[config.mk]
export PLATFORM = sky130hd
export DESIGN_NAME = expression_tokenizer
export DESIGN_NICKNAME = d
export VERILOG_FILES = /design/src/rtl/etok_pkg.sv /design/src/rtl/etok_scan.sv /design/src/rtl/expression_tokenizer.sv
export SDC_FILE = /design/constraint.sdc
export NUM_CORES = 1
export LEC_CHECK = 0
export BUFFER_PORTS_ARGS = -buffer_cell sky130_fd_sc_hd__buf_4
export CAP_MARGIN = 20
export CORE_MARGIN = 2
export CORE_UTILIZATION = 28
export DETAILED_ROUTE_END_ITERATION = 8
export PLACE_DENSITY_LB_ADDON = 0.3
export SYNTH_ARGS = -nofsm -noshare
export SYNTH_HDL_FRONTEND = slang
export SYNTH_SLANG_ARGS = --single-unit
[constraint.sdc]
create_clock -name clk -period 3.54 [get_ports clk]
set_clock_uncertainty 0.2 [all_clocks]
set_input_delay 0.531 -clock clk [delete_from_list [all_inputs] [get_ports clk]]
set_output_delay 0.531 -clock clk [all_outputs]
set_load 0.02 [all_outputs]
[src/rtl/etok_pkg.sv]
// Shared types, codes and the character classifier for the expression tokenizer.
// Used by etok_scan and expression_tokenizer; depends on nothing else.
`default_nettype none

package etok_pkg;

  localparam int unsigned CharW  = 8;
  localparam int unsigned ClassW = 3;

  // Scanner mode between characters.
  typedef enum logic [2:0] {
    MODE_IDLE  = 3'd0,
    MODE_LOGIC = 3'd1,
    MODE_NUM   = 3'd2,
    MODE_NAME  = 3'd3,
    MODE_ENDED = 3'd4,
    MODE_ERROR = 3'd5
  } mode_t;

  // Token class reported with each kept character.
  typedef enum logic [ClassW-1:0] {
    CLS_DELIM = 3'd0,
    CLS_LOGIC = 3'd1,
    CLS_NUM   = 3'd2,
    CLS_NAME  = 3'd3,
    CLS_END   = 3'd4,
    CLS_ERROR = 3'd5
  } cls_t;

  // Character groups seen by the scanner.
  typedef enum logic [2:0] {
    KIND_WHITE  = 3'd0,
    KIND_NUL    = 3'd1,
    KIND_DELIM  = 3'd2,
    KIND_LOGIC  = 3'd3,
    KIND_DIGIT  = 3'd4,
    KIND_LETTER = 3'd5,
    KIND_OTHER  = 3'd6
  } kind_t;

  localparam logic [CharW-1:0] CHAR_END = 8'h3B;  // ';'

  // One result of the scanner for the current character.
  typedef struct packed {
    logic             emit;
    logic [CharW-1:0] chr;
    logic             start;
    cls_t             cls;
  } scan_res_t;

  function automatic kind_t char_kind(input logic [CharW-1:0] c);
    kind_t k;
    k = KIND_OTHER;
    if (c == 8'h20 || c == 8'h09 || c == 8'h0A || c == 8'h0D) begin
      k = KIND_WHITE;
    end else if (c == 8'h00) begin
      k = KIND_NUL;
    end else if (c == 8'h28 || c == 8'h29 || c == 8'h2B || c == 8'h2D || c == 8'h2A ||
                 c == 8'h2F || c == 8'h2C || c == 8'h7B || c == 8'h7D || c == 8'h3B) begin
      k = KIND_DELIM;
    end else if (c == 8'h3D || c == 8'h21 || c == 8'h3C || c == 8'h3E || c == 8'h26 ||
                 c == 8'h7C) begin
      k = KIND_LOGIC;
    end else if (c >= 8'h30 && c <= 8'h39) begin
      k = KIND_DIGIT;
    end else if ((c >= 8'h61 && c <= 8'h7A) || (c >= 8'h41 && c <= 8'h5A)) begin
      k = KIND_LETTER;
    end
    return k;
  endfunction

endpackage

`default_nettype wire

[src/rtl/etok_scan.sv]
// Scanner state machine logic: next mode and result for one character or end of line.
// Depends on etok_pkg; purely combinational, the mode register lives in the top level.
`default_nettype none

module etok_scan (
  input  wire                       cmd_end,
  input  wire [etok_pkg::CharW-1:0] chr,
  input  wire etok_pkg::mode_t      mode,
  output etok_pkg::mode_t           mode_nxt,
  output etok_pkg::scan_res_t       res
);

  etok_pkg::kind_t  kind;
  etok_pkg::mode_t  start_mode;
  etok_pkg::cls_t   start_cls;
  logic             start_emit;

  assign kind = etok_pkg::char_kind(chr);

  // What a character does when it arrives between tokens.
  always_comb begin
    start_emit = 1'b1;
    start_mode = etok_pkg::MODE_IDLE;
    start_cls  = etok_pkg::CLS_ERROR;
    unique case (kind)
      etok_pkg::KIND_WHITE: begin
        start_emit = 1'b0;
      end
      etok_pkg::KIND_NUL: begin
        start_emit = 1'b0;
        start_mode = etok_pkg::MODE_ENDED;
      end
      etok_pkg::KIND_DELIM: begin
        start_cls = etok_pkg::CLS_DELIM;
      end
      etok_pkg::KIND_LOGIC: begin
        start_mode = etok_pkg::MODE_LOGIC;
        start_cls  = etok_pkg::CLS_LOGIC;
      end
      etok_pkg::KIND_DIGIT: begin
        start_mode = etok_pkg::MODE_NUM;
        start_cls  = etok_pkg::CLS_NUM;
      end
      etok_pkg::KIND_LETTER: begin
        start_mode = etok_pkg::MODE_NAME;
        start_cls  = etok_pkg::CLS_NAME;
      end
      default: begin
        start_mode = etok_pkg::MODE_ERROR;
      end
    endcase
  end

  // Next mode.
  always_comb begin
    mode_nxt = mode;
    if (cmd_end) begin
      mode_nxt = etok_pkg::MODE_IDLE;
    end else begin
      unique case (mode)
        etok_pkg::MODE_IDLE: begin
          mode_nxt = start_mode;
        end
        etok_pkg::MODE_LOGIC: begin
          mode_nxt = (kind == etok_pkg::KIND_LOGIC) ? etok_pkg::MODE_IDLE : start_mode;
        end
        etok_pkg::MODE_NUM, etok_pkg::MODE_NAME: begin
          if (kind == etok_pkg::KIND_WHITE || kind == etok_pkg::KIND_DELIM) begin
            mode_nxt = etok_pkg::MODE_IDLE;
          end
        end
        default: begin
          mode_nxt = mode;
        end
      endcase
    end
  end

  // Result for this character.
  always_comb begin
    res.emit  = 1'b0;
    res.chr   = chr;
    res.start = 1'b1;
    res.cls   = start_cls;
    if (cmd_end) begin
      res.emit = 1'b1;
      res.chr  = etok_pkg::CHAR_END;
      res.cls  = etok_pkg::CLS_END;
    end else begin
      unique case (mode)
        etok_pkg::MODE_IDLE: begin
          res.emit = start_emit;
        end
        etok_pkg::MODE_LOGIC: begin
          if (kind == etok_pkg::KIND_LOGIC) begin
            res.emit  = 1'b1;
            res.start = 1'b0;
            res.cls   = etok_pkg::CLS_LOGIC;
          end else begin
            res.emit = start_emit;
          end
        end
        etok_pkg::MODE_NUM, etok_pkg::MODE_NAME: begin
          if (kind == etok_pkg::KIND_DELIM) begin
            res.emit = 1'b1;
          end else if (kind != etok_pkg::KIND_WHITE) begin
            // Anything else, NUL and logical characters too, extends the token.
            res.emit  = 1'b1;
            res.start = 1'b0;
            res.cls   = (mode == etok_pkg::MODE_NUM) ? etok_pkg::CLS_NUM
                                                     : etok_pkg::CLS_NAME;
          end
        end
        default: begin
          res.emit = 1'b0;
        end
      endcase
    end
  end

endmodule

`default_nettype wire

[src/rtl/expression_tokenizer.sv]
// An accepted character is held in the input register; its result is then written to the
// output register. Throughput: one character or end-of-line item per cycle while no result
// waits in the output register on out_tready low; the mode register is updated once per item
// by the scanner logic between the input and the result register.
// Items that make no result (white space, ignored characters) leave the output untouched.
// Reset (synchronous, rst_n low) empties both registers and puts the scanner between tokens.
// Top level of the expression tokenizer; depends on etok_pkg and etok_scan.
`default_nettype none

module expression_tokenizer (
  input  wire        clk,
  input  wire        rst_n,
  input  wire        in_tvalid,
  output logic       in_tready,
  input  wire  [7:0] in_tdata,   // [7:0] character
  input  wire  [0:0] in_tuser,   // [0] command (1 = end of line)
  output logic       out_tvalid,
  input  wire        out_tready,
  output logic [7:0] out_tdata,  // [7:0] out_char
  output logic [3:0] out_tuser   // [0] token_start, [3:1] token_class
);

  logic                      s1_valid_r, s1_valid_nxt;
  logic                      s1_cmd_r;
  logic [etok_pkg::CharW-1:0] s1_char_r;
  etok_pkg::mode_t           mode_r, mode_nxt;
  etok_pkg::scan_res_t       res;
  logic                      out_valid_r, out_valid_nxt;
  logic [etok_pkg::CharW-1:0] out_char_r;
  logic                      out_start_r;
  etok_pkg::cls_t            out_cls_r;
  logic                      adv;
  logic                      in_xfer;

  etok_scan u_scan (
    .cmd_end  (s1_cmd_r),
    .chr      (s1_char_r),
    .mode     (mode_r),
    .mode_nxt (mode_nxt),
    .res      (res)
  );

  // The held item moves on when it makes no result or the result register is free.
  assign adv       = s1_valid_r && (!res.emit || !out_valid_r || out_tready);
  assign in_tready = !s1_valid_r || adv;
  assign in_xfer   = in_tvalid && in_tready;

  always_comb begin
    s1_valid_nxt = in_xfer ? 1'b1 : (adv ? 1'b0 : s1_valid_r);
    if (adv && res.emit) begin
      out_valid_nxt = 1'b1;
    end else if (out_tready) begin
      out_valid_nxt = 1'b0;
    end else begin
      out_valid_nxt = out_valid_r;
    end
  end

  always_ff @(posedge clk) begin
    if (!rst_n) begin
      s1_valid_r  <= 1'b0;
      out_valid_r <= 1'b0;
      mode_r      <= etok_pkg::MODE_IDLE;
    end else begin
      s1_valid_r  <= s1_valid_nxt;
      out_valid_r <= out_valid_nxt;
      if (adv) begin
        mode_r <= mode_nxt;
      end
    end
  end

  always_ff @(posedge clk) begin
    if (in_xfer) begin
      s1_cmd_r  <= in_tuser[0];
      s1_char_r <= in_tdata;
    end
    if (adv && res.emit) begin
      out_char_r  <= res.chr;
      out_start_r <= res.start;
      out_cls_r   <= res.cls;
    end
  end

  assign out_tvalid = out_valid_r;
  assign out_tdata  = out_char_r;
  assign out_tuser  = {out_cls_r, out_start_r};

`ifndef ASSERT_OFF
  // An end-of-line transfer always leaves the scanner between tokens.
  a_eol_idle: assert property (@(posedge clk) disable iff (!rst_n)
    adv && s1_cmd_r |=> mode_r == etok_pkg::MODE_IDLE)
    else $error("scanner not idle after end of line");

  // An error result halts the line.
  a_err_halt: assert property (@(posedge clk) disable iff (!rst_n)
    adv && res.emit && res.cls == etok_pkg::CLS_ERROR |=> mode_r == etok_pkg::MODE_ERROR)
    else $error("error result did not halt the line");

  // A halted or ended line drops characters.
  a_halt_quiet: assert property (@(posedge clk) disable iff (!rst_n)
    s1_valid_r && !s1_cmd_r &&
    (mode_r == etok_pkg::MODE_ENDED || mode_r == etok_pkg::MODE_ERROR) |-> !res.emit)
    else $error("result produced on an ended line");

  // Only logical, number and name tokens continue past their first character.
  a_cont_cls: assert property (@(posedge clk) disable iff (!rst_n)
    out_valid_r && !out_start_r |->
    (out_cls_r == etok_pkg::CLS_LOGIC || out_cls_r == etok_pkg::CLS_NUM ||
     out_cls_r == etok_pkg::CLS_NAME))
    else $error("continuation character with a single-character class");
`endif

endmodule

`default_nettype wire
==> flow_metrics.tcl, run 1 <==
set metrics [dict create \
    outcome "completed" \
    num_rows 25 \
    cts_resized 0 \
    portBuffers 26 \
    switching_power_w 0.000159 \
    slew_violations 0 \
    final.fill_count 471 \
    finalSetupViolations 0 \
    rsz0062_at_grt "no" \
    clk_pin_slew_ns 0.09 \
    postRouteAntennaNets 0 \
    ys_types 41 \
    post_cts_buffers 0 \
    die_h_um 73.3 \
    pwr-share-clk_pct 28.0 \
    initial_core_util_pct 28.7 \
    relSlewSlack_pct 70.9 \
    synth_fa_ha_area_share_pct 0.743 \
    cpPeakStageDelay_ns 0.60 \
    swShare_pct 25.4 \
    crit_required_ns 2.81 \
    cp-start-kind "flip-flop" \
    yosys-top-cells-area "edfxtp_1, dfxtp_1, nor2b_1, nand2_1, mux2i_1" \
    drive_above_1_share_pct 25.3 \
    period_share_pct 83.1 \
    vdd_drop_max_mv 0.160 \
    grt_pass1_vias 964 \
    cts_tree "yes" \
    wl_per_cell_um 13.6 \
    muxShareOfSynthArea_pct 2.23 \
    dp_hpwl_mm 2.09 \
    io_pins 27 \
    reg2regPathDepth 6 \
    async_reset_ff_share_pct 0 \
    vias 1062 \
    synth_compound_area_share_pct 16.9 \
    ys_seq_elements 26 \
    syn_avg_cell_area_um2 10.8 \
    power.density_mw_per_mm2 381 \
    synth_flop_cell "edfxtp_1" \
    worstMarginPinSlew_ns 0.436 \
    seqPwrFrac_pct 58.9 \
    power.internal_w 0.000466 \
    synth_top_family_by_area "simple AND/OR/NAND/NOR gates" \
    cp_top_family "simple AND/OR/NAND/NOR gates" \
    r2r-start "s1_char_r[2]$_DFFE_PP_" \
    synth_xor_area_share_pct 0 \
    share_comb_of_total_power_pct 13.1 \
    via_per_inst 5.21 \
    yosysTopAreaCell "edfxtp_1" \
    routed_wl_mm 2.77 \
    fp.dieW_um 73.3 \
    syn_to_final_growth_pct 21.7 \
    clkLatencyLatePin_ns 0.27 \
    hold_path_class "input pin to flip-flop" \
    dr.first_iter.drc_count 92 \
    yosysTopAreaCellShare_pct 46.8 \
    utilization_pct 34.9 \
    yosysWarnings 0 \
    post-route-min-period_ns 2.94 \
    timing.rr.end "out_cls_r[0]$_SDFFCE_PP0P_" \
    seq_area_frac_synth_pct 54.3 \
    finalSetupTns_ns 0 \
    hp-start "in_tuser" \
    crit_path_max_fanout 12 \
    cts-hold-fix-buffers 0 \
    maxCapViolations 0 \
    post-route-drc-count 0 \
    coreArea_mm2 0.00469 \
    syn_inst 125 \
    die_area_mm2 0.00538 \
    synthesis.area_mm2 0.00135 \
    critPathKind "flip-flop to output port" \
    firstDrtPassIters 4 \
    cts_inserted_buffers 3 \
    yosysMostFrequentCell "edfxtp_1" \
    p_leak_nw 0.587 \
    grt_max_degree 15 \
    cp.arrival_ns 2.21 \
    cp_num_buf_inv 1 \
    synth_commonest_cells "edfxtp_1, nand2_1, nor2b_1, clkbuf_1, inv_1" \
    nNetsFinal 164 \
    grt_overflow_total 0 \
    clock-sinks 26 \
    track_usage_pct 10.4 \
    setup_ws_ns 0.597 \
    root_buffer "clkbuf_8" \
    ff2ff_setup_slack_ns 0.93 \
    grt_pass1_wl_mm 4.46 \
    holdPathEnd "s1_cmd_r$_DFFE_PP_" \
    hold_depth 1 \
    hold_violations 0 \
    syn-num-nets 138 \
    synth_edf_count 21 \
    cts.htree.levels 1 \
    path_cells "or4_4 -> a21o_1 -> a21oi_1 -> o21ai_0 -> nand3_1 -> buf_4" \
    fmax_ghz 0.340 \
    cp_slowest_cell "or4_4" \
    end_kind "output port" \
    diodes 0 \
    cts.path.max_buffers 2 \
    dp_worst_setup_slack_ns 0.912 \
    startpoint "s1_char_r[2]$_DFFE_PP_" \
    place.gp.congestion 0.876 \
    antenna_found_initial 0 \
    yosys.area_share.simple_pct 21.9 \
]
[cell usage in the layout, fill, tap and decap left out, types with 2 or more instances in the layout]
cell type	instances
nor3_1	2
o21ai_0	5
inv_1	6
a21boi_0	3
or3_1	2
nand3_1	5
clkbuf_8	3
buf_4	28
nor2_1	4
edfxtp_1	21
o21a_1	2
or2_2	4
and3b_1	2
dfxtp_1	5
nor3b_1	2
o221ai_1	2
o211ai_1	2
a31oi_1	4
nand2b_1	3
nor2b_1	8
nand2_1	11
a21oi_1	4
mux2i_1	3
[layout make-up]
type | count | area, um2 | area share (%)
timing repair buffer | 28 | 210 | 12.8
clock buffer | 3 | 41.3 | 2.52
multi-input combinational | 86 | 563 | 34.4
clock inverter | 1 | 3.75 | 0.229
tap | 54 | 67.6 | 4.12
sequential | 26 | 731 | 44.6
inverter | 6 | 22.5 | 1.37
[sequential cells by signal (all words and copies together) (netlist names)]
signal       cells
s1_char_r        8
out_start_r      1
s1_valid_r       1
s1_cmd_r         1
mode_r           3
out_tvalid       1
out_cls_r        3
out_tdata        8
[worst max-delay path by stage]
stage | end | slack [ns] | depth (start not counted)
5_1_grt | in_tready | 0.47 | 6
6_report | in_tready | 0.60 | 6
3_5_place_dp | in_tready | 0.91 | 6
4_1_cts | in_tready | 0.60 | 6
3_3_place_gp | in_tready | 0.96 | 6
2_1_floorplan | s1_char_r[0]$_DFFE_PP_ | 1.03 | 5
[worst register-to-register path: cells and delay by family, from the launching register on]
kind | cells | cell delay, ns
compound gates | 5 | 1.03
flops | 1 | 0.55
simple gates | 1 | 0.61
[per-stage QoR]
stage	cells	power [W]	area [um2]	hold WS [ns]
floorplan	125	0.000422	1350	0.249
global placement	200	0.000456	1590	0.276
detailed placement	200	0.000457	1590	0.287
CTS	204	0.000628	1640	0.225
global route	204	0.000651	1640	0.217
finish	204	0.000625	1640	0.226
[cells by family after synthesis]
| family | Yosys count |
|---|---|
| AOI/OAI and AO/OA | 31 |
| adders and majority gates | 1 |
| buffers and inverters | 13 |
| DFF | 26 |
| muxes | 3 |
| and+or+nand+nor | 51 |
[power groups by stage]
stage                     Sequential [W]  Combinational [W]  Clock [W]
final                           0.000368          0.0000820   0.000175
after global routing            0.000371          0.0000898   0.000190
after CTS                       0.000368          0.0000820   0.000178
after detailed placement        0.000375          0.0000817          0
after global placement          0.000374          0.0000814          0
after floorplan                 0.000373          0.0000491          0
[per-layer routing]
layer | global-route usage, % | vias to the layer above | routed length [um]
li1 | - | 521 | -
met1 | 13.5 | 494 | 1220
met2 | 17.3 | 41 | 1280
met3 | 2.19 | 6 | 210
met4 | 3.64 | 0 | 60
met5 | 0 | - | 0
(Power assumes the default switching activity.)
==> inputs of run 2 (changes only) <==
Clock period 3.54 ns to 2.4 ns, I/O delays scaled along.
==> flow_metrics.tcl, run 2 (synthesis gave the netlist of run 1 again) <==
set metrics [dict create \
    clkLatencyLatePin_ns 0.28 \
    cts_tree "yes" \
    track_usage_pct 11.2 \
    outcome "complete, but fails checks" \
    finalSetupViolations 1 \
    setup_ws_ns -0.0215 \
    clock-sinks 26 \
    reg2regPathDepth 7 \
    cp-start-kind "flip-flop" \
    worstMarginPinSlew_ns 0.431 \
    finalSetupTns_ns -0.0215 \
    portBuffers 26 \
    grt_max_degree 16 \
    die_h_um 73.3 \
    coreArea_mm2 0.00469 \
    utilization_pct 39.2 \
    place_area_mm2 0.00165 \
    routed_wl_mm 3.09 \
    vias 1141 \
    period_share_pct 101 \
    rsz0062_at_grt "yes" \
    cts.htree.levels 1 \
    cts_inserted_buffers 3 \
    root_buffer "clkbuf_8" \
    syn_to_final_growth_pct 36.6 \
    die_area_mm2 0.00538 \
    vdd_drop_max_mv 0.255 \
    post-route-drc-count 0 \
    drive_above_1_share_pct 38.0 \
    holdPathEnd "s1_char_r[4]$_DFFE_PP_" \
    dr.first_iter.drc_count 41 \
    relSlewSlack_pct 70.9 \
    final.fill_count 472 \
    final_common_cell "buf_4" \
    wl_per_cell_um 14.1 \
    timing.rr.end "mode_r[1]$_SDFFE_PN0P_" \
    slew_violations 0 \
    clk_pin_slew_ns 0.09 \
    p_leak_nw 0.682 \
    r2r-start "s1_char_r[3]$_DFFE_PP_" \
    postRouteAntennaNets 0 \
    dp_worst_setup_slack_ns 0.0480 \
    violations "setup timing" \
    post-route-min-period_ns 2.42 \
    end_kind "output port" \
    layout_common_cells "buf_4, edfxtp_1, nand2_1" \
    cp.arrival_ns 1.86 \
    via_per_inst 5.19 \
    hold_depth 1 \
    hold_violations 0 \
    antenna_found_initial 0 \
    power.density_mw_per_mm2 554 \
    grt_overflow_total 0 \
    dp_hpwl_mm 2.11 \
    io_pins 27 \
    firstDrtPassIters 4 \
    final_area_mm2 0.00184 \
    place.gp.congestion 0.886 \
    fp.dieW_um 73.3 \
    hold_path_class "input pin to flip-flop" \
    num_rows 25 \
    critPathKind "flip-flop to output port" \
    ff2ff_setup_slack_ns 0.01 \
    crit_path_max_fanout 3 \
    grt_pass1_wl_mm 4.62 \
    finalPower_w 0.00102 \
    hp-start "in_tdata[4]" \
    diodes 0 \
    fmax_ghz 0.413 \
    grt_pass1_vias 1078 \
    startpoint "s1_char_r[3]$_DFFE_PP_" \
    crit_required_ns 1.84 \
    nNetsFinal 180 \
    maxCapViolations 0 \
    initial_core_util_pct 28.7 \
    cts.path.max_buffers 2 \
]
run 2: critical path: stages, from the launching register on:
cell and delay [ns]:
edfxtp_1 0.39, or4_4 0.55, a21o_1 0.20, a21oi_2 0.15, o21ai_2 0.09, nand3_2 0.09, buf_6 0.12
run 2: area by class of cell:
cell class	count	area, um2	share of cell area (%)
repair buffers	44	338	18.4
flip-flops and latches	26	731	39.7
well taps	54	67.6	3.67
clock buffers	4	66.3	3.61
multi-input cells	86	614	33.4
inverters	6	22.5	1.22
run 2: repair_timing:
action,CTS,global route
endpoints found under the setup margin,1,6
buffers inserted,5,3
pin swaps,6,2
resized for setup,6,8
hold buffers,0,0
run 2: routing by layer:
layer	vias up	routed length, um	GRT usage (%)
li1	552	-	-
met1	530	1300	13.1
met3	9	190	2.47
met5	-	0	0
met4	0	89	6.46
met2	50	1510	18.7
run 2: per-stage QoR:
stage	hold slack, ns	std cells
final	0.0490	220
after global routing	0.0378	220
after CTS	0.0450	217
after detailed placement	0.277	208
after global placement	0.274	208
after floorplan	0.249	125
run 2: report_power, final:
| group | switching (W) | internal (W) | leakage (nW) |
|---|---|---|---|
| Clock | 0.000143 | 0.000182 | 0.0339 |
| Combinational | 0.0000837 | 0.0000780 | 0.411 |
| Sequential | 0.0000187 | 0.000514 | 0.236 |
| Total | 0.000245 | 0.000774 | 0.682 |
run 2: worst max path at each step:
| stage | end | slack (ns) |
|---|---|---|
| 6_report | in_tready | -0.02 |
| 2_1_floorplan | s1_char_r[0]$_DFFE_PP_ | -0.11 |
| 5_1_grt | mode_r[1]$_SDFFE_PN0P_ | -0.12 |
| 3_3_place_gp | s1_char_r[5]$_DFFE_PP_ | 0.07 |
| 4_1_cts | mode_r[1]$_SDFFE_PN0P_ | -0.02 |
| 3_5_place_dp | mode_r[1]$_SDFFE_PN0P_ | 0.05 |
